## src/hw/rtl/trr_pkg.sv

```systemverilog
`timescale 1ns / 1ps
`default_nettype none
// ----------------------------------------------------------------------------
// trr_pkg: shared types and constants of the TFTP read receiver
// Holds the classified event record, the action and error codes, and the
// block size that separates a full block from the final one.
// ----------------------------------------------------------------------------
package trr_pkg;

  // Payload bytes in a full DATA block; a packet of this plus the 4-byte
  // header, or longer, is a full block.
  localparam int BLOCK_PAYLOAD = 512;
  localparam logic [10:0] FULL_LENGTH = 11'(BLOCK_PAYLOAD + 4);

  // Default depth of the queue between front and back.
  localparam int QUEUE_DEPTH = 2;

  localparam logic [7:0] OP_DATA    = 8'h03;
  localparam logic [7:0] OP_ERR_MAX = 8'h05;

  localparam logic [2:0] ACT_NONE       = 3'd0;
  localparam logic [2:0] ACT_RESEND_REQ = 3'd1;
  localparam logic [2:0] ACT_ACK        = 3'd2;
  localparam logic [2:0] ACT_ERROR      = 3'd3;
  localparam logic [2:0] ACT_DELIVER    = 3'd4;
  localparam logic [2:0] ACT_GIVE_UP    = 3'd5;

  localparam logic [2:0] ERR_NONE       = 3'd0;
  localparam logic [2:0] ERR_ILLEGAL    = 3'd4;
  localparam logic [2:0] ERR_UNKNOWN_ID = 3'd5;

  localparam logic [7:0] RETRY_MAX = 8'hff;

  // One event after classification by the front.
  typedef struct packed {
    logic        is_packet;
    logic [15:0] source_port;
    logic        is_data;
    logic        op_illegal;
    logic [15:0] block_number;
    logic        short_block;
  } trr_item_t;

endpackage : trr_pkg
`default_nettype wire

```

## src/hw/rtl/tftp_read_receiver.sv

```systemverilog
`timescale 1ns / 1ps
`default_nettype none
// ----------------------------------------------------------------------------
// tftp_read_receiver: receiving side of a TFTP read transfer
// Turns timeout ticks and parsed packet headers into protocol actions:
// resend request, acknowledge, error, deliver, or give up.
// ----------------------------------------------------------------------------
//
//  Channel   Handshake               Carries
//  --------  ----------------------  ------------------------------------------
//  input     in_valid / in_stall     command, source_port, packet_opcode,
//                                    block_number, byte_count
//  output    out_valid / out_stall   action, ack_block, err_code, finished
//  config    cfg_valid / cfg_ready   max_retries
//
//  An event is accepted every cycle while the event queue has room. The
//  event is first written into the queue and is then loaded into the back's
//  output register, where the result becomes valid. The back takes one
//  event per cycle while the output is not stalled, updating the transfer
//  state as it loads each result.
//  Reset is synchronous: the transfer state returns to its start, the queue
//  empties and max_retries goes back to 5. A stall on the output holds the
//  result register and the back; the queue then fills and raises in_stall.
//
// The front classifies each event (DATA opcode, illegal opcode, short block)
// without looking at any state. The queue decouples it from the back, which
// owns the transfer ID, block counters, retry count and phase, and produces
// exactly one result per event. Configuration writes are always ready; the
// user must issue them only while the block is idle; the block does not check.
// ----------------------------------------------------------------------------
module tftp_read_receiver #(
  parameter int QUEUE_DEPTH = trr_pkg::QUEUE_DEPTH
) (
  input  wire logic        clk,
  input  wire logic        rst,

  input  wire logic        cfg_valid,
  output logic             cfg_ready,
  input  wire logic [7:0]  max_retries,

  input  wire logic        in_valid,
  output logic             in_stall,
  input  wire logic        command,
  input  wire logic [15:0] source_port,
  input  wire logic [7:0]  packet_opcode,
  input  wire logic [15:0] block_number,
  input  wire logic [9:0]  byte_count,

  output logic             out_valid,
  input  wire logic        out_stall,
  output logic [2:0]       action,
  output logic [15:0]      ack_block,
  output logic [2:0]       err_code,
  output logic             finished
);
  import trr_pkg::*;

  localparam logic [7:0] MAX_RETRIES_RESET = 8'd5;

  // Retry limit register, written by the configuration transfer.
  logic [7:0] retry_limit;

  logic      q_full;
  logic      q_push;
  logic      q_pop;
  logic      q_not_empty;
  trr_item_t q_item;
  trr_item_t q_head;

  assign cfg_ready = 1'b1;

  always_ff @(posedge clk) begin
    if (rst) begin
      retry_limit <= MAX_RETRIES_RESET;
    end else if (cfg_valid && cfg_ready) begin
      retry_limit <= max_retries;
    end
  end

  // Front: intake and classification of each event.
  trr_front u_front (
    .in_valid      (in_valid),
    .in_stall      (in_stall),
    .command       (command),
    .source_port   (source_port),
    .packet_opcode (packet_opcode),
    .block_number  (block_number),
    .byte_count    (byte_count),
    .q_full        (q_full),
    .q_push        (q_push),
    .q_item        (q_item)
  );

  // Queue between front and back.
  trr_queue #(
    .DEPTH (QUEUE_DEPTH)
  ) u_queue (
    .clk       (clk),
    .rst       (rst),
    .push      (q_push),
    .push_item (q_item),
    .full      (q_full),
    .pop       (q_pop),
    .not_empty (q_not_empty),
    .head      (q_head)
  );

  // Back: transfer state machine and output register.
  trr_back u_back (
    .clk         (clk),
    .rst         (rst),
    .max_retries (retry_limit),
    .q_not_empty (q_not_empty),
    .q_head      (q_head),
    .q_pop       (q_pop),
    .out_valid   (out_valid),
    .out_stall   (out_stall),
    .action      (action),
    .ack_block   (ack_block),
    .err_code    (err_code),
    .finished    (finished)
  );

endmodule : tftp_read_receiver
`default_nettype wire

```

## src/hw/rtl/trr_front.sv

```systemverilog
`timescale 1ns / 1ps
`default_nettype none
// ----------------------------------------------------------------------------
// trr_front: event intake and classification
// Accepts events while the queue has room and reduces the opcode and length
// to the flags the back needs.
// ----------------------------------------------------------------------------
module trr_front (
  input  wire logic              in_valid,
  output logic                   in_stall,
  input  wire logic              command,
  input  wire logic [15:0]       source_port,
  input  wire logic [7:0]        packet_opcode,
  input  wire logic [15:0]       block_number,
  input  wire logic [9:0]        byte_count,
  input  wire logic              q_full,
  output logic                   q_push,
  output trr_pkg::trr_item_t     q_item
);
  import trr_pkg::*;

  assign in_stall = q_full;
  assign q_push   = in_valid && !q_full;

  always_comb begin
    q_item.is_packet    = command;
    q_item.source_port  = source_port;
    q_item.is_data      = (packet_opcode == OP_DATA);
    q_item.op_illegal   = (packet_opcode > OP_ERR_MAX);
    q_item.block_number = block_number;
    q_item.short_block  = ({1'b0, byte_count} < FULL_LENGTH);
  end

endmodule : trr_front
`default_nettype wire

```

## src/hw/rtl/trr_queue.sv

```systemverilog
`timescale 1ns / 1ps
`default_nettype none
// ----------------------------------------------------------------------------
// trr_queue: short event queue between front and back
// A small register FIFO; push and pop may happen in the same cycle.
// ----------------------------------------------------------------------------
module trr_queue #(
  parameter int DEPTH = trr_pkg::QUEUE_DEPTH
) (
  input  wire logic               clk,
  input  wire logic               rst,
  input  wire logic               push,
  input  wire trr_pkg::trr_item_t push_item,
  output logic                    full,
  input  wire logic               pop,
  output logic                    not_empty,
  output trr_pkg::trr_item_t      head
);
  import trr_pkg::*;

  localparam int PW = (DEPTH > 1) ? $clog2(DEPTH) : 1;
  localparam int CW = $clog2(DEPTH + 1);
  localparam logic [PW-1:0] LAST = PW'(DEPTH - 1);

  trr_item_t       entries [DEPTH];
  logic [PW-1:0]   wr_ptr;
  logic [PW-1:0]   rd_ptr;
  logic [CW-1:0]   count;

  assign full      = (count == CW'(DEPTH));
  assign not_empty = (count != '0);
  assign head      = entries[rd_ptr];

  always_ff @(posedge clk) begin
    if (push) begin
      entries[wr_ptr] <= push_item;
    end
  end

  always_ff @(posedge clk) begin
    if (rst) begin
      wr_ptr <= '0;
      rd_ptr <= '0;
      count  <= '0;
    end else begin
      if (push) begin
        wr_ptr <= (wr_ptr == LAST) ? '0 : wr_ptr + 1'b1;
      end
      if (pop) begin
        rd_ptr <= (rd_ptr == LAST) ? '0 : rd_ptr + 1'b1;
      end
      if (push && !pop) begin
        count <= count + 1'b1;
      end else if (pop && !push) begin
        count <= count - 1'b1;
      end
    end
  end

endmodule : trr_queue
`default_nettype wire

```

## src/hw/rtl/trr_back.sv

```systemverilog
`timescale 1ns / 1ps
`default_nettype none
// ----------------------------------------------------------------------------
// trr_back: transfer state and result generation
// Takes one classified event per cycle from the queue unless the output
// stalls, updates transfer state, loads the result into the output register.
// ----------------------------------------------------------------------------
module trr_back (
  input  wire logic               clk,
  input  wire logic               rst,
  input  wire logic [7:0]         max_retries,
  input  wire logic               q_not_empty,
  input  wire trr_pkg::trr_item_t q_head,
  output logic                    q_pop,
  output logic                    out_valid,
  input  wire logic               out_stall,
  output logic [2:0]              action,
  output logic [15:0]             ack_block,
  output logic [2:0]              err_code,
  output logic                    finished
);
  import trr_pkg::*;

  localparam logic [1:0] PHASE_RUN    = 2'd0;
  localparam logic [1:0] PHASE_DONE   = 2'd1;
  localparam logic [1:0] PHASE_FAILED = 2'd2;

  logic [15:0] transfer_id;
  logic        id_latched;
  logic [15:0] last_seen_block;
  logic [15:0] expected_block;
  logic [7:0]  retry_count;
  logic [1:0]  phase;

  logic [15:0] transfer_id_next;
  logic        id_latched_next;
  logic [15:0] last_seen_block_next;
  logic [15:0] expected_block_next;
  logic [7:0]  retry_count_next;
  logic [1:0]  phase_next;
  logic [2:0]  action_next;
  logic [15:0] ack_block_next;
  logic [2:0]  err_code_next;

  logic [7:0]  retry_inc;
  logic        limit_hit;
  logic [15:0] last_done;
  logic [15:0] id_seen;

  assign q_pop = q_not_empty && (!out_valid || !out_stall);

  always_comb begin
    retry_inc = (retry_count == RETRY_MAX) ? RETRY_MAX : retry_count + 8'd1;
    limit_hit = (retry_inc >= max_retries);
    last_done = expected_block - 16'd1;
    id_seen   = id_latched ? transfer_id : q_head.source_port;

    transfer_id_next     = transfer_id;
    id_latched_next      = id_latched;
    last_seen_block_next = last_seen_block;
    expected_block_next  = expected_block;
    retry_count_next     = retry_count;
    phase_next           = phase;
    action_next          = ACT_NONE;
    ack_block_next       = 16'd0;
    err_code_next        = ERR_NONE;

    if (phase == PHASE_RUN) begin
      if (!q_head.is_packet) begin
        // Receive timeout.
        retry_count_next = retry_inc;
        if (limit_hit) begin
          phase_next  = PHASE_FAILED;
          action_next = ACT_GIVE_UP;
        end else if (last_seen_block == 16'd0) begin
          action_next = ACT_RESEND_REQ;
        end else begin
          action_next    = ACT_ACK;
          ack_block_next = last_done;
        end
      end else begin
        transfer_id_next = id_seen;
        id_latched_next  = 1'b1;
        if (q_head.source_port != id_seen) begin
          action_next   = ACT_ERROR;
          err_code_next = ERR_UNKNOWN_ID;
        end else begin
          last_seen_block_next = q_head.block_number;
          if (!q_head.is_data) begin
            retry_count_next = retry_inc;
            if (limit_hit) begin
              phase_next  = PHASE_FAILED;
              action_next = ACT_GIVE_UP;
            end else if (q_head.op_illegal) begin
              action_next   = ACT_ERROR;
              err_code_next = ERR_ILLEGAL;
            end
          end else if (q_head.block_number != expected_block) begin
            action_next    = ACT_ACK;
            ack_block_next = last_done;
          end else begin
            action_next         = ACT_DELIVER;
            ack_block_next      = expected_block;
            expected_block_next = expected_block + 16'd1;
            retry_count_next    = 8'd0;
            if (q_head.short_block) begin
              phase_next = PHASE_DONE;
            end
          end
        end
      end
    end
  end

  always_ff @(posedge clk) begin
    if (rst) begin
      transfer_id     <= '0;
      id_latched      <= 1'b0;
      last_seen_block <= '0;
      expected_block  <= 16'd1;
      retry_count     <= '0;
      phase           <= PHASE_RUN;
      out_valid       <= 1'b0;
    end else begin
      if (q_pop) begin
        transfer_id     <= transfer_id_next;
        id_latched      <= id_latched_next;
        last_seen_block <= last_seen_block_next;
        expected_block  <= expected_block_next;
        retry_count     <= retry_count_next;
        phase           <= phase_next;
        out_valid       <= 1'b1;
      end else if (!out_stall) begin
        out_valid <= 1'b0;
      end
    end
  end

  always_ff @(posedge clk) begin
    if (q_pop) begin
      action    <= action_next;
      ack_block <= ack_block_next;
      err_code  <= err_code_next;
      finished  <= (phase_next == PHASE_DONE);
    end
  end

endmodule : trr_back
`default_nettype wire

```

## config.mk

```make
export PLATFORM = sky130hd
export DESIGN_NAME = tftp_read_receiver
export DESIGN_NICKNAME = d
export VERILOG_FILES = /design/src/hw/rtl/trr_pkg.sv /design/src/hw/rtl/tftp_read_receiver.sv /design/src/hw/rtl/trr_front.sv /design/src/hw/rtl/trr_queue.sv /design/src/hw/rtl/trr_back.sv
export SDC_FILE = /design/constraint.sdc
export NUM_CORES = 1
export LEC_CHECK = 0
export ABC_AREA = 1
export BUFFER_PORTS_ARGS = -buffer_cell sky130_fd_sc_hd__buf_2
export CORE_MARGIN = 3
export CORE_UTILIZATION = 62
export CTS_BUF_LIST = sky130_fd_sc_hd__clkbuf_4 sky130_fd_sc_hd__clkbuf_8
export DETAILED_ROUTE_END_ITERATION = 8
export PLACE_DENSITY_LB_ADDON = 0.15
export SLEW_MARGIN = 20
export SYNTH_ARGS = -nofsm -noshare
export SYNTH_HDL_FRONTEND = slang
export SYNTH_HIERARCHICAL = 1
export SYNTH_SLANG_ARGS = --single-unit
export TNS_END_PERCENT = 100
```

## constraint.sdc

```tcl
create_clock -name clk -period 3.79 [get_ports clk]
set_clock_uncertainty 0.05 [all_clocks]
set_input_delay 0.1895 -clock clk [delete_from_list [all_inputs] [get_ports clk]]
set_output_delay 0.1895 -clock clk [all_outputs]
set_load 0.005 [all_outputs]
```

Yosys cells after proc, flatten, opt, wreduce, memory -nomap -nowiden
Memories as Yosys holds them, arrays and structs flattened. A register that Yosys moved wholly into a read port is not among the register bits. Index checks and enable logic that the tools add are counted.

Bits of input ports: 64. Register bits: 95. Memories: 1. Output and inout bits: 26. Bits in writable memories: 72.

Add/sub/neg operators: 7. Bitwise gates (word level): 4. Reduce and logical (&&, ||, !) cells: 20. Mux-type cells: 41. Equality and inequality tests: 9. $lt $le $gt $ge: 3.

Memories: u_queue.entries (depth 2, width 36, read ports 1, clocked after Yosys merged registers in 1, write ports 1, line trr_queue.sv:25) `trr_item_t entries [DEPTH];`.

Operators by type and width (number): $mux W16 (7); $mux W8 (5); $ne A16 B16 Y1 (2); $mux W3 (10); $mux W2 (11); $add A16 B1 Y16 const B (1); $logic_not A16 Y1 (1); $sub A16 B1 Y16 const B (1); $lt A10 B10 Y1 const B (1); $add A8 B1 Y8 const B (1); $eq A8 B2 Y1 const B (1); $eq A8 B8 Y1 const B (1); $ge A8 B8 Y1 (1); $gt A8 B3 Y1 const B (1); $mux W1 (8); $reduce_and A4 Y1 (2); $reduce_and A6 Y1 (1); $logic_not A1 Y1 (5); $reduce_or A5 Y1 (1); $logic_and A1 B1 Y1 (4); $not A1 Y1 (4); $reduce_bool A2 Y1 (2); $ne A3 B3 Y1 const B (1); $reduce_and A3 Y1 (1); 10 further kinds (11).

Longest topological paths before layout
Gate-level depths: netlist (run 1).

Depth after elaboration: 9. Mapped depth: 20. Gate-level depth less buffers: 19.

Cells and area by module
The synthesis (run 1) kept the hierarchy.

Modules (own cells, without submodules): trr_back (area an instance 5507.8 um^2, sequential area each 1861.8 um^2, instances 1, cells each 831); trr_queue (area an instance 2977.9 um^2, sequential area each 2262.2 um^2, instances 1, cells each 145); trr_front (area an instance 332.8 um^2, sequential area each 0.0 um^2, instances 1, cells each 52); tftp_read_receiver (area an instance 327.8 um^2, sequential area each 160.2 um^2, instances 1, cells each 49).

Worst setup path after synthesis (run 1)
Ideal clock, no wire load.

Kind: reg2reg. Start point: register u_back.retry_count[0]. End point: register u_back.ack_block[12] (data pin). Path buffers: 0. Library setup time: 0.147 ns. Data arrival time: 2.520 ns. Cell stages (with the launch flop): 17. Path slack: 1.073 ns. Cell sequence: dfxtp_1 -> ha_1 -> nand2_1 -> nor2_1 -> nand3_1 -> nor2_1 -> nor2_1 -> ha_1 -> o21ai_0 -> nand2_1 -> nand2_1 -> nand2_1 -> nand2_1 -> nand2_1 -> nor3_1 -> o21ai_0 -> a21oi_1.

Word-level cells in the longest chain between the ends: 5. Elaborated cells between the ends (all ways): 6.

Ends and longest elaborated chain: start: declaration (line trr_back.sv:32) `logic [7:0] retry_count;`; start signal: assignment (line trr_back.sv:130) `retry_count <= retry_count_next;`; $add A8 B1 Y8 or $eq A8 B8 Y1 (tied branches) (line trr_back.sv:53) `retry_inc = (retry_count == RETRY_MAX) ? RETRY_MAX : retry_count + 8'd1;`; $mux W8 * (line trr_back.sv:53); $ge A8 B8 Y1 * (line trr_back.sv:54) `limit_hit = (retry_inc >= max_retries);`; $mux W16 * (line trr_back.sv:72) `if (limit_hit) begin`; $mux W16 * (line trr_back.sv:69) `if (!q_head.is_packet) begin`; end signal: assignment (line trr_back.sv:142) `ack_block <= ack_block_next;`; end: declaration (line trr_back.sv:18) `output logic [15:0] ack_block,`.

Mark *: on every way between the ends. The rest lies on a longest branch, timed or not. A chain may end at the register's enable or synchronous reset.

Worst setup path in the final report (run 1)
Start point: register u_back.retry_count[0]. End point: register u_back.ack_block[2] (data pin).

Same word-level chain as after synthesis.

==> results of run 1 <==
-- through the flow --
stage	hold slack, ps	util, %
floorplan	212	-
global placement	327	65.2
detailed placement	330	65.2
CTS	1.55	71.2
global route	17.6	71.4
finish	33.3	71.4
-- power groups by stage --
stage / logic, mW / clock network (mW) / registers, mW
6_report: 2.88 / 1.29 / 2.68
5_1_grt: 3.24 / 1.39 / 2.74
4_1_cts: 2.84 / 1.31 / 2.69
3_5_place_dp: 2.79 / 0 / 2.73
3_3_place_gp: 2.72 / 0 / 2.71
2_1_floorplan: 2.32 / 0 / 2.65
-- metal layers --
layer / GRT usage, % / vias to the layer above / routed length [microns]
met5: 0 / - / 0
met4: 7.89 / 0 / 267
met3: 4.77 / 29 / 1290
met2: 38.0 / 288 / 8680
met1: 32.5 / 3300 / 8310
li1: - / 3627 / -
-- flip-flops by register name, indices dropped and copies added (netlist names), 2 cells and up, named ones only --
name,cells
u_queue/count,2
u_back/action,3
retry_limit,8
u_back/expected_block,16
u_back/retry_count,8
u_back/phase,2
u_back/err_code,2
u_queue/entries,72
u_back/ack_block,16
u_back/transfer_id,16
u_back/last_seen_block,16
-- layout make-up --
cell class | count | area, sq um | share of cell area, %
clock inverters | 12 | 138 | 1.36
clock buffers | 20 | 263 | 2.60
multi-input cells | 694 | 3730 | 36.9
flip-flops and latches | 167 | 4290 | 42.4
well taps | 180 | 225 | 2.23
repair buffers | 138 | 956 | 9.46
inverters | 134 | 508 | 5.03
-- worst reg2reg max path: cells and delay by family (launching register included) --
kind | cells | cell delay, ps
adder cells (fa/ha/maj) | 2 | 450
flip-flops | 1 | 370
AND/OR/NAND/NOR | 12 | 1850
buffers and inverters | 1 | 100
AO/OA/AOI/OAI | 2 | 320
-- kinds of logic after synthesis --
family          count (synthesis)  synth area share, %
flops                         167                 46.8
fa+ha+maj                      12                 1.64
buf+inv                       216                 12.4
simple gates                  494                 23.6
xor+xnor                       26                 2.49
mux                            36                 5.66
other cells                     2               0.0821
compound gates                124                 7.22
-- worst max path at each step --
stage / start / endpoint / cells past startpoint
floorplan: u_back/retry_count[0]$_SDFFE_PP0P_ / u_back/ack_block[12]$_SDFFCE_PP0P_ / 16
global placement: u_back/retry_count[0]$_SDFFE_PP0P_ / u_back/ack_block[2]$_SDFFCE_PP0P_ / 17
detailed placement: u_back/retry_count[1]$_SDFFE_PP0P_ / u_back/ack_block[2]$_SDFFCE_PP0P_ / 17
CTS: u_back/retry_count[0]$_SDFFE_PP0P_ / u_back/ack_block[2]$_SDFFCE_PP0P_ / 17
global route: u_back/retry_count[1]$_SDFFE_PP0P_ / u_back/ack_block[2]$_SDFFCE_PP0P_ / 17
finish: u_back/retry_count[0]$_SDFFE_PP0P_ / u_back/ack_block[2]$_SDFFCE_PP0P_ / 17
-- layout by cell type (no fill, tap or decap), types with 2 or more instances in the layout --
master / n
inv_1: 125
nand4_1: 20
mux2_2: 6
buf_4: 7
nor3_1: 11
nand3_1: 72
mux2_4: 30
edfxtp_1: 94
inv_6: 5
inv_2: 7
dlygate4sd3_1: 45
nor2_2: 5
bufinv_16: 2
nand2_4: 3
a31oi_1: 16
nor2_4: 4
buf_2: 85
nand3b_1: 2
nand2_1: 235
conb_1: 2
xnor2_1: 2
ha_1: 12
nand2_2: 2
dfxtp_1: 72
o21a_1: 2
o21ai_1: 16
clkbuf_4: 2
a211oi_1: 2
nor4_1: 7
o21ai_0: 35
a21oi_1: 49
clkbuf_8: 18
nor2_1: 118
inv_4: 3
or2_2: 11
xor2_1: 24
-- repair_timing --
action                                  CTS  global route
endpoints found under the hold margin    79             0
buffers inserted                          0             0
hold buffers                             45             0
endpoints found under the setup margin    0             0
==> summary.md, run 1 <==
| Metric | Value |
|---|---|
| Share of layout cells above drive strength 1 | 17.0% |
| Yosys Warn Count | 6 |
| LEAKAGE | 4.52 nW |
| Unrepaired setup endpoints after global routing | no |
| Largest net degree at the start of global routing | 51 |
| CTS tree | done |
| Post-DP Area | 9230 sq um |
| Netlist Area Pre-Place | 9150 sq um |
| GPL Wtd Cong | 0.889 |
| Ports | 90 |
| Cts bufs inserted | 17 |
| Reg2reg setup slack | 490 ps |
| Post-place setup slack | 590 ps |
| Crit path top cell by count | nand2_1 |
| Crit. End Element | flop |
| Worst min path class | in -> reg |
| Layout Cells excl Fill | 1345 |
| Cell count after synthesis | 1077 |
| Power share of the combinational group | 42.1% |
| Top cell type by total area after synthesis | edfxtp_1 |
| Drt total wl | 18500 microns |
| DRC | 0 |
| Post_cts resized | 0 |
| Fin crit period | 3300 ps |
| Seq cells post-synth | 167 |
| Synth cell types | 46 |
| Finished layout cell area | 10100 sq um |
| Ys async rst share | 0% |
| WHS Path Cells | 3 |
| Area share of the largest cell type after synthesis | 30.9% |
| Overall power | 6.85 mW |
| Net Sw Power | 2.74 mW |
| F_max | 0.303 GHz |
| Maxcap violations | 0 |
| Clock H-tree levels | 4 |
| Placed cells | 1267 |
| Die Width | 127 microns |
| Clk pwr share | 18.8% |
| Flop pwr share | 39.2% |
| Post-synthesis sequential area ratio | 46.8% |
| Avg Inst Size Synth | 8.49 sq um |
| Final period util | 87.1% |
| Startpoint types | flop |
| Clk buf depth | 2 |
| Final Hold Vio Count | 0 |
| First-pass GRT wire length | 31100 microns |
| EDFF count, synth | 94 |
| Delay-heaviest family, CP | simple AND/OR/NAND/NOR gates |
| Setup Viol. Count Final | 0 |
| Crit Path Class | reg -> reg |
| Syn_nets | 1153 |
| Crit Path Max Fanout | 11 |
| Critical path cell sequence | ha_1 -> nand2_1 -> nor2_1 -> nand3_1 -> nor2_1 -> nor2_1 -> ha_1 -> o21ai_0 -> nand2_1 -> nand2_1 -> nand2_1 -> nand2_1 -> nand2_1 -> inv_1 -> nand2_1 -> or2_2 -> a21oi_1 |
| Top area cells in the synthesized netlist | edfxtp_1, dfxtp_1, nand2_1 |
| Status | completed |
| Overall fraction of global-route tracks in use | 23.7% |
| Global route total overflow | 0 |
| Worst Setup Slack, final | 487 ps |
| Clock root buffer | clkbuf_8 |
| Normalized max-slew margin | 25.7% |
| Switch share | 39.9% |
| Pre-antenna DRT Iters | 5 |
| Clk_lat worst skew | 460 ps |
| WHS Endpoint | u_queue/entries[0][17]$_DFFE_PP_ |
| CP max stage cell | dfxtp_1 |
| Peak supply drop | 0.000423 V |
| Detail Route Antenna Nets | 0 |
| Core Region | 14100 sq um |
| Die footprint | 16200 sq um |
| Vias in the first global route | 6582 |
| Number of vias per cell | 5.39 |
| Final HPWL DP | 12000 microns |
| Most used DFF post-synth | edfxtp_1 |
| # rows | 43 |
| Clock slew at reported path FFs | 80 ps |
| Port Buf Inserts | 85 |
| Max Slew Vio Count | 0 |
| DR WL/cell | 13.8 microns |
| Final nets | 1228 |
| Commonest cells in the netlist | nand2_1, inv_1, nor2_1 |
| R2r endpoint | u_back/ack_block[2]$_SDFFCE_PP0P_ |
| Crit path required time | 4030 ps |
| Initial Util | 64.6% |
| Layout area overhead | 10.5% |
| R2R depth | 17 |
| Clk sinks | 167 |
| TNS Setup | 0 ps |
| DIE HEIGHT | 127 microns |
| Via count | 7244 |
| Crit Reg-Reg Startpoint | u_back/retry_count[0]$_SDFFE_PP0P_ |
| Initial drt markers | 706 |
| Critical hold path startpoint | packet_opcode[4] |
| P per Cell Area | 678 nW/um^2 |
| Critical path buffers and inverters | 1 |
| Diodes inserted | 0 |
| Worst slew pin tran | 1110 ps |
| WP data arrival | 3550 ps |
| Slowest stage delay, CP | 370 ps |
| Count leader, synth | nand2_1 |
| # fillers | 1122 |
| Antenna violations before repair | 0 |
| Pint | 4.11 mW |
Note: power is estimated with default switching activity, not from simulation.
==> run 2, diff against run 1 <==
Settings changed: ABC_AREA 1 to default, BUFFER_PORTS_ARGS -buffer_cell sky130_fd_sc_hd__buf_2 to -buffer_cell sky130_fd_sc_hd__clkbuf_2, CORE_UTILIZATION 62 to 59, CTS_BUF_LIST sky130_fd_sc_hd__clkbuf_4 sky130_fd_sc_hd__clkbuf_8 to default.
==> run 2 against run 1 <==
Against the previous run:
- cell count down 26%
- non-clock buffer count unchanged
- sequential share of layout area up 4.0 points
- flip-flop and latch count unchanged
- critical path type unchanged
==> summary.md, run 2 <==
| Metric | Value |
|---|---|
| Status | completed |
| Peak supply drop | 0.000615 V (+46%) |
| Delay-heaviest family, CP | simple AND/OR/NAND/NOR gates |
| Final HPWL DP | 10300 microns (-14%) |
| Crit Path Class | reg -> reg |
| Worst slew pin tran | 1070 ps (-46.4 ps) |
| Reg2reg setup slack | 440 ps (-40 ps) |
| WP data arrival | 3630 ps (+80 ps) |
| Crit Path Max Fanout | 36 (+25) |
| Layout area overhead | 15.7% |
| Die Width | 122 microns (-4.1%) |
| Slowest stage delay, CP | 630 ps (+260 ps) |
| Diodes inserted | 0 (unchanged) |
| DIE HEIGHT | 122 microns (-4.1%) |
| Commonest non-fill, non-tap cells in the layout | nand2_1, edfxtp_1, clkbuf_2 |
| Top cell type by total area after synthesis | edfxtp_1 |
| Leading cell type in the layout, fill and taps excluded | nand2_1 |
| F_max | 0.299 GHz (-1.3%) |
| Post-CTS setup buffers | 0 (unchanged) |
| # rows | 41 (-4.7%) |
| R2r endpoint | u_back/last_seen_block[11]$_SDFFE_PP0P_ |
| Global route total overflow | 0 (unchanged) |
| Fin crit period | 3350 ps (+43.5 ps) |
| P per Cell Area | 620 nW/um^2 (-8.5%) |
| EDFF count, synth | 94 (unchanged) |
| Number of vias per cell | 5.63 (+4.6%) |
| First-pass GRT wire length | 26100 microns (-16%) |
| Detail Route Antenna Nets | 0 (unchanged) |
| LEAKAGE | 3.46 nW (-23%) |
| Critical hold path startpoint | packet_opcode[3] |
| Drt total wl | 15700 microns (-15%) |
| Largest register FFs | 72 (unchanged) |
| Overall fraction of global-route tracks in use | 22.3% (-1.4 points) |
| Normalized max-slew margin | 28.7% (+3.0 points) |
| Maxcap violations | 0 (unchanged) |
| Port Buf Inserts | 85 (unchanged) |
| Startpoint types | flop |
| Synth cell types | 64 (+39%) |
| Seq cells post-synth | 167 (unchanged) |
| Clock slew at reported path FFs | 60 ps (-20 ps) |
| Initial drt markers | 455 (-36%) |
| Clk_lat worst skew | 420 ps (-40 ps) |
| Netlist Area Pre-Place | 7980 sq um (-13%) |
| Overall power | 5.73 mW (-16%) |
| Via count | 5604 (-23%) |
| R2R depth | 9 (-8) |
| WHS Path Cells | 2 (-1) |
| Count leader, synth | nand2_1 |
| Ports | 90 (unchanged) |
| # fillers | 930 (-17%) |
| Clk sinks | 167 (unchanged) |
| Core Region | 12900 sq um (-8.6%) |
| Share of layout cells above drive strength 1 | 23.0% (+6.0 points) |
| Antenna violations before repair | 0 (unchanged) |
| Ys async rst share | 0% (unchanged) |
| Final Hold Vio Count | 0 (unchanged) |
| Max Slew Vio Count | 0 (unchanged) |
| Worst hold margin | 38.6 ps (+5.40 ps) |
| GPL Wtd Cong | 0.843 (-5.2%) |
| Avg Inst Size Synth | 10.9 sq um (+28%) |
| Final Util | 71.4% (about the same) |
| Crit. End Element | flop |
| Post-synthesis sequential area ratio | 53.7% (+6.9 points) |
| Crit path required time | 4080 ps (+50 ps) |
| Final period util | 88.3% (+1.1 points) |
| Vias in the first global route | 5451 (-17%) |
| Cell count after synthesis | 733 (-32%) |
| Yosys Warn Count | 6 (unchanged) |
| Worst min path class | in -> reg |
| TNS Setup | 0 ps (unchanged) |
| Pre-antenna DRT Iters | 5 (unchanged) |
| Top area cells in the synthesized netlist | edfxtp_1, dfxtp_1, mux2_2 |
| CP max stage cell | o41a_1 |
| Clock root buffer | clkbuf_16 |
| Final nets | 886 (-28%) |
| Clk buf depth | 2 (unchanged) |
| Critical path cell sequence | buf_12 -> mux2_2 -> xnor2_1 -> nand4_1 -> o41a_1 -> buf_4 -> nor3b_4 -> nand2_1 -> a21oi_1 |
| Commonest cells in the netlist | nand2_1, edfxtp_1, dfxtp_1 |
| Area share of the largest cell type after synthesis | 35.4% (+4.5 points) |
| DRC | 0 (unchanged) |
| Syn_nets | 809 (-30%) |
| Top reg by flops | u_queue/entries |
| Critical path buffers and inverters | 2 (+1) |
| Cts bufs inserted | 17 (unchanged) |
| Unrepaired setup endpoints after global routing | no |
| Most used DFF post-synth | edfxtp_1 |
| Clock H-tree levels | 4 (unchanged) |
| Largest net degree at the start of global routing | 47 (-7.8%) |
| Setup Viol. Count Final | 0 (unchanged) |
| WHS Endpoint | u_queue/entries[1][18]$_DFFE_PP_ |
| Initial Util | 61.7% (-2.9 points) |
| Die footprint | 14900 sq um (-8.0%) |
| DR WL/cell | 15.8 microns (+15%) |
| CTS tree | done |
## run 2: cell types whose count changed after synthesis, sizes merged, moves of 11 or more
cell,change
nor4,+13
a31oi,-13
clkbuf,+11
o21ai,-40
inv,-120
nand2,-142
nand3,-58
xnor2,+29
nor2b,+11
buf,-13
nor2,-82
## run 2: worst max path at each step
stage / endpoint / slack [ps] / depth (start not counted)
floorplan: u_back/expected_block[15]$_SDFFE_PP0P_ / 480 / 7
global placement: u_back/ack_block[2]$_SDFFCE_PP0P_ / 630 / 13
detailed placement: u_back/last_seen_block[0]$_SDFFE_PP0P_ / 520 / 9
CTS: u_back/last_seen_block[11]$_SDFFE_PP0P_ / 420 / 9
global route: u_back/last_seen_block[4]$_SDFFE_PP0P_ / 250 / 9
finish: u_back/last_seen_block[11]$_SDFFE_PP0P_ / 440 / 9
## run 2: per-layer routing
layer | up-vias | wire length (microns) | track usage (%)
met5 | - | 0 | 0
met2 | 184 | 7920 | 37.7
li1 | 2742 | - | -
met4 | 0 | 265 | 8.96
met1 | 2659 | 6790 | 28.2
met3 | 19 | 757 | 4.42
## run 2: what timing repair did
item | CTS | global route
hold buffers | 42 | 1
gates resized for setup | 0 | 0
hold endpoints to repair | 75 | 2
## run 2: cell families after synthesis
group | Yosys count | synth area share, %
XOR/XNOR | 53 | 5.82
adder cells (fa/ha/maj) | 12 | 1.88
buffers and inverters | 93 | 7.01
multiplexers | 48 | 6.67
AO/OA/AOI/OAI | 101 | 8.49
AND/OR/NAND/NOR | 257 | 16.3
other | 2 | 0.0942
flip-flops | 167 | 53.7
## run 2: layout make-up
cell class	count	area, sq um	area share, %
clock buffers	17	425	4.61
clock inverters	15	166	1.80
inverters	13	48.8	0.529
multi-input cells	473	3150	34.1
flip-flops and latches	167	4280	46.4
well taps	172	215	2.33
repair buffers	138	943	10.2
## run 2: through the flow
stage	std cells	area (sq um)	setup WS [ps]
after floorplan	733	7980	480
after global placement	920	8200	628
after detailed placement	920	8200	516
after CTS	994	9220	419
after global routing	995	9230	249
final	995	9230	444
## run 2: report_power, final
| part | leakage [nW] | switching [mW] | internal (mW) | total (mW) |
|---|---|---|---|---|
| Sequential | 1.48 | 0.136 | 2.32 | 2.46 |
| Clock | 0.282 | 0.717 | 0.984 | 1.70 |
| Combinational | 1.70 | 0.927 | 0.640 | 1.57 |
| Total | 3.46 | 1.78 | 3.95 | 5.73 |
==> run 3, diff against run 2 <==
Clock period 3.79 ns to 3.4 ns, I/O delays scaled along.
==> run 3 against run 2 <==
Against the previous run:
- via count is 1.2% lower
- cell count is 0.80% higher
- die area stayed put
- flip-flop and latch count stayed put
- sequential power is 11% higher
- core utilization is 0.44 points higher
- routed wire length is 3.7% lower
- total power is 11% higher
- critical path depth is 4 higher
- worst hold slack worse by 6.2 ps
==> summary.md, run 3 (synthesized netlist as in run 2, its figures left out) <==
| Metric | Value |
|---|---|
| Status | completed |
| Largest net degree at the start of global routing | 42 (-11%) |
| DRC | 0 (unchanged) |
| Post-DP Area | 8250 sq um (+0.55%) |
| Switch share | 30.7% (-0.37 points) |
| Final Util | 71.8% (+0.44 points) |
| Cts bufs inserted | 17 (unchanged) |
| Commonest non-fill, non-tap cells in the layout | nand2_1, edfxtp_1, clkbuf_2 |
| Clk buf depth | 2 (unchanged) |
| Final HPWL DP | 10300 microns (about the same) |
| Normalized max-slew margin | 46.1% (+17 points) |
| Die footprint | 14900 sq um (unchanged) |
| Setup Viol. Count Final | 0 (unchanged) |
| Detail Route Antenna Nets | 0 (unchanged) |
| Placed cells | 926 (+0.65%) |
| Layout area overhead | 16.4% |
| Overall fraction of global-route tracks in use | 21.6% (-0.70 points) |
| Initial Util | 61.7% (unchanged) |
| Clk pwr share | 29.2% (-0.5 points) |
| Ports | 90 (unchanged) |
| LEAKAGE | 3.48 nW (+0.64%) |
| Crit path required time | 3520 ps (-560 ps) |
| Reg2reg setup slack | 250 ps (-190 ps) |
| Post-place setup slack | 254 ps (-262 ps) |
| Flop pwr share | 43.0% (about the same) |
| Final period util | 92.5% (+4.2 points) |
| Final Hold Vio Count | 0 (unchanged) |
| Share of layout cells above drive strength 1 | 23.5% (+0.50 points) |
| Worst slew pin tran | 808 ps (-259 ps) |
| Layout Cells excl Fill | 1003 (+0.80%) |
| Clk_lat worst skew | 420 ps (about the same) |
| DR WL/cell | 15.1 microns (-4.4%) |
| Worst min path class | in -> reg |
| Net Sw Power | 1.96 mW (+9.9%) |
| Via count | 5535 (-1.2%) |
| Clock root buffer | clkbuf_16 |
| Fin crit period | 3150 ps (-201 ps) |
| Unrepaired setup endpoints after global routing | no |
| Finished layout cell area | 9290 sq um (+0.61%) |
| Clk sinks | 167 (unchanged) |
| CTS tree | done |
| F_max | 0.318 GHz (+6.4%) |
| Crit Path Max Fanout | 12 (-67%) |
| # rows | 41 (unchanged) |
| CP startpoint | u_back/retry_count[1]$_SDFFE_PP0P_ |
| Crit Reg-Reg Startpoint | u_back/retry_count[1]$_SDFFE_PP0P_ |
| P per Cell Area | 686 nW/um^2 (+11%) |
| Power share of the combinational group | 27.8% (+0.4 points) |
| Slowest stage delay, CP | 370 ps (-260 ps) |
| Pre-antenna DRT Iters | 7 (+2) |
| WP data arrival | 3270 ps (-360 ps) |
| First-pass GRT wire length | 25400 microns (-2.8%) |
| Maxcap violations | 0 (unchanged) |
| Crit path top cell by count | buf_4 |
| Worst Setup Slack, final | 254 ps (-189 ps) |
| Port Buf Inserts | 85 (unchanged) |
| TNS Setup | 0 ps (unchanged) |
| Die Width | 122 microns (unchanged) |
| # fillers | 928 (-0.22%) |
| Leading cell type in the layout, fill and taps excluded | nand2_1 |
| Global route total overflow | 0 (unchanged) |
| Startpoint types | flop |
| Overall power | 6.37 mW (+11%) |
| Worst hold margin | 32.4 ps (-6.22 ps) |
| R2R depth | 13 (+4) |
| Top reg by flops | u_queue/entries |
| CP Capture Point | u_back/ack_block[2]$_SDFFCE_PP0P_ |
| Critical path cell sequence | ha_2 -> and4_1 -> nand4_1 -> and2_1 -> ha_1 -> nor2b_1 -> o21ai_0 -> a21oi_1 -> buf_4 -> a32oi_1 -> buf_4 -> nor2_1 -> a221o_1 |
| R2r endpoint | u_back/ack_block[2]$_SDFFCE_PP0P_ |
| Clock slew at reported path FFs | 60 ps (about the same) |
| Crit Path Class | reg -> reg |
| Largest register FFs | 72 (unchanged) |
| Crit. End Element | flop |
| Pint | 4.41 mW (+12%) |
| Initial drt markers | 368 (-19%) |
| Peak supply drop | 0.000406 V (-34%) |
| DIE HEIGHT | 122 microns (unchanged) |
| GPL Wtd Cong | 0.875 (+3.8%) |
| Core Region | 12900 sq um (unchanged) |
| Number of vias per cell | 5.52 (-2.0%) |
| Drt total wl | 15200 microns (-3.7%) |
| Vias in the first global route | 5351 (-1.8%) |
| Clock H-tree levels | 4 (unchanged) |
| CP max stage cell | dfxtp_1 |
| Final nets | 894 (+0.90%) |
| Diodes inserted | 0 (unchanged) |
| Antenna violations before repair | 0 (unchanged) |
| Max Slew Vio Count | 0 (unchanged) |
[run 3: power by group through the flow]
stage	combinational (mW)	sequential (mW)	clock, mW
floorplan	1.27	2.77	0
global placement	1.68	2.76	0
detailed placement	1.72	2.78	0
CTS	1.78	2.74	1.90
global route	1.96	2.77	1.99
finish	1.77	2.74	1.86
[run 3: final cells by class]
cell class	count	area, sq um	share of cell area (%)
clock buffers	18	429	4.62
well taps	172	215	2.32
clock inverters	14	150	1.62
inverters	13	48.8	0.526
multi-input cells	473	3150	33.9
repair buffers	146	1010	10.9
flip-flops and latches	167	4290	46.2
[run 3: worst min-delay path by stage]
stage | start | end | slack [ps] | cells after the start
2_1_floorplan | rst | u_queue/count[1]$_SDFFE_PP0P_ | 190 | 1
3_3_place_gp | source_port[2] | u_queue/entries[1][21]$_DFFE_PP_ | 310 | 1
3_5_place_dp | source_port[4] | u_queue/entries[1][23]$_DFFE_PP_ | 310 | 1
4_1_cts | byte_count[6] | u_queue/entries[1][0]$_DFFE_PP_ | 30 | 2
5_1_grt | byte_count[6] | u_queue/entries[0][0]$_DFFE_PP_ | 30 | 2
6_report | byte_count[6] | u_queue/entries[1][0]$_DFFE_PP_ | 30 | 2
[run 3: routing by layer]
layer | share of wire [%] | wire [microns] | vias to the layer above | global-route usage [%]
met5 | 0 | 0 | - | 0
met2 | 50 | 7610 | 135 | 36.7
met3 | 4.2 | 632 | 26 | 4.42
met1 | 44 | 6600 | 2631 | 27.2
li1 | - | - | 2743 | -
met4 | 2.0 | 310 | 0 | 8.47
[run 3: what timing repair did]
item                                    CTS  global route
setup buffers                             0             0
hold buffers                             45             0
hold endpoints to repair                 79             0
endpoints found under the setup margin    0             3
resized for setup                         0             2
[run 3: critical path, delay by kind of cell, from the launching register on]
kind | cells | cell delay, ps
simple gates | 5 | 870
compound gates | 4 | 710
fa+ha+maj | 2 | 510
buf+inv | 2 | 390
flops | 1 | 370
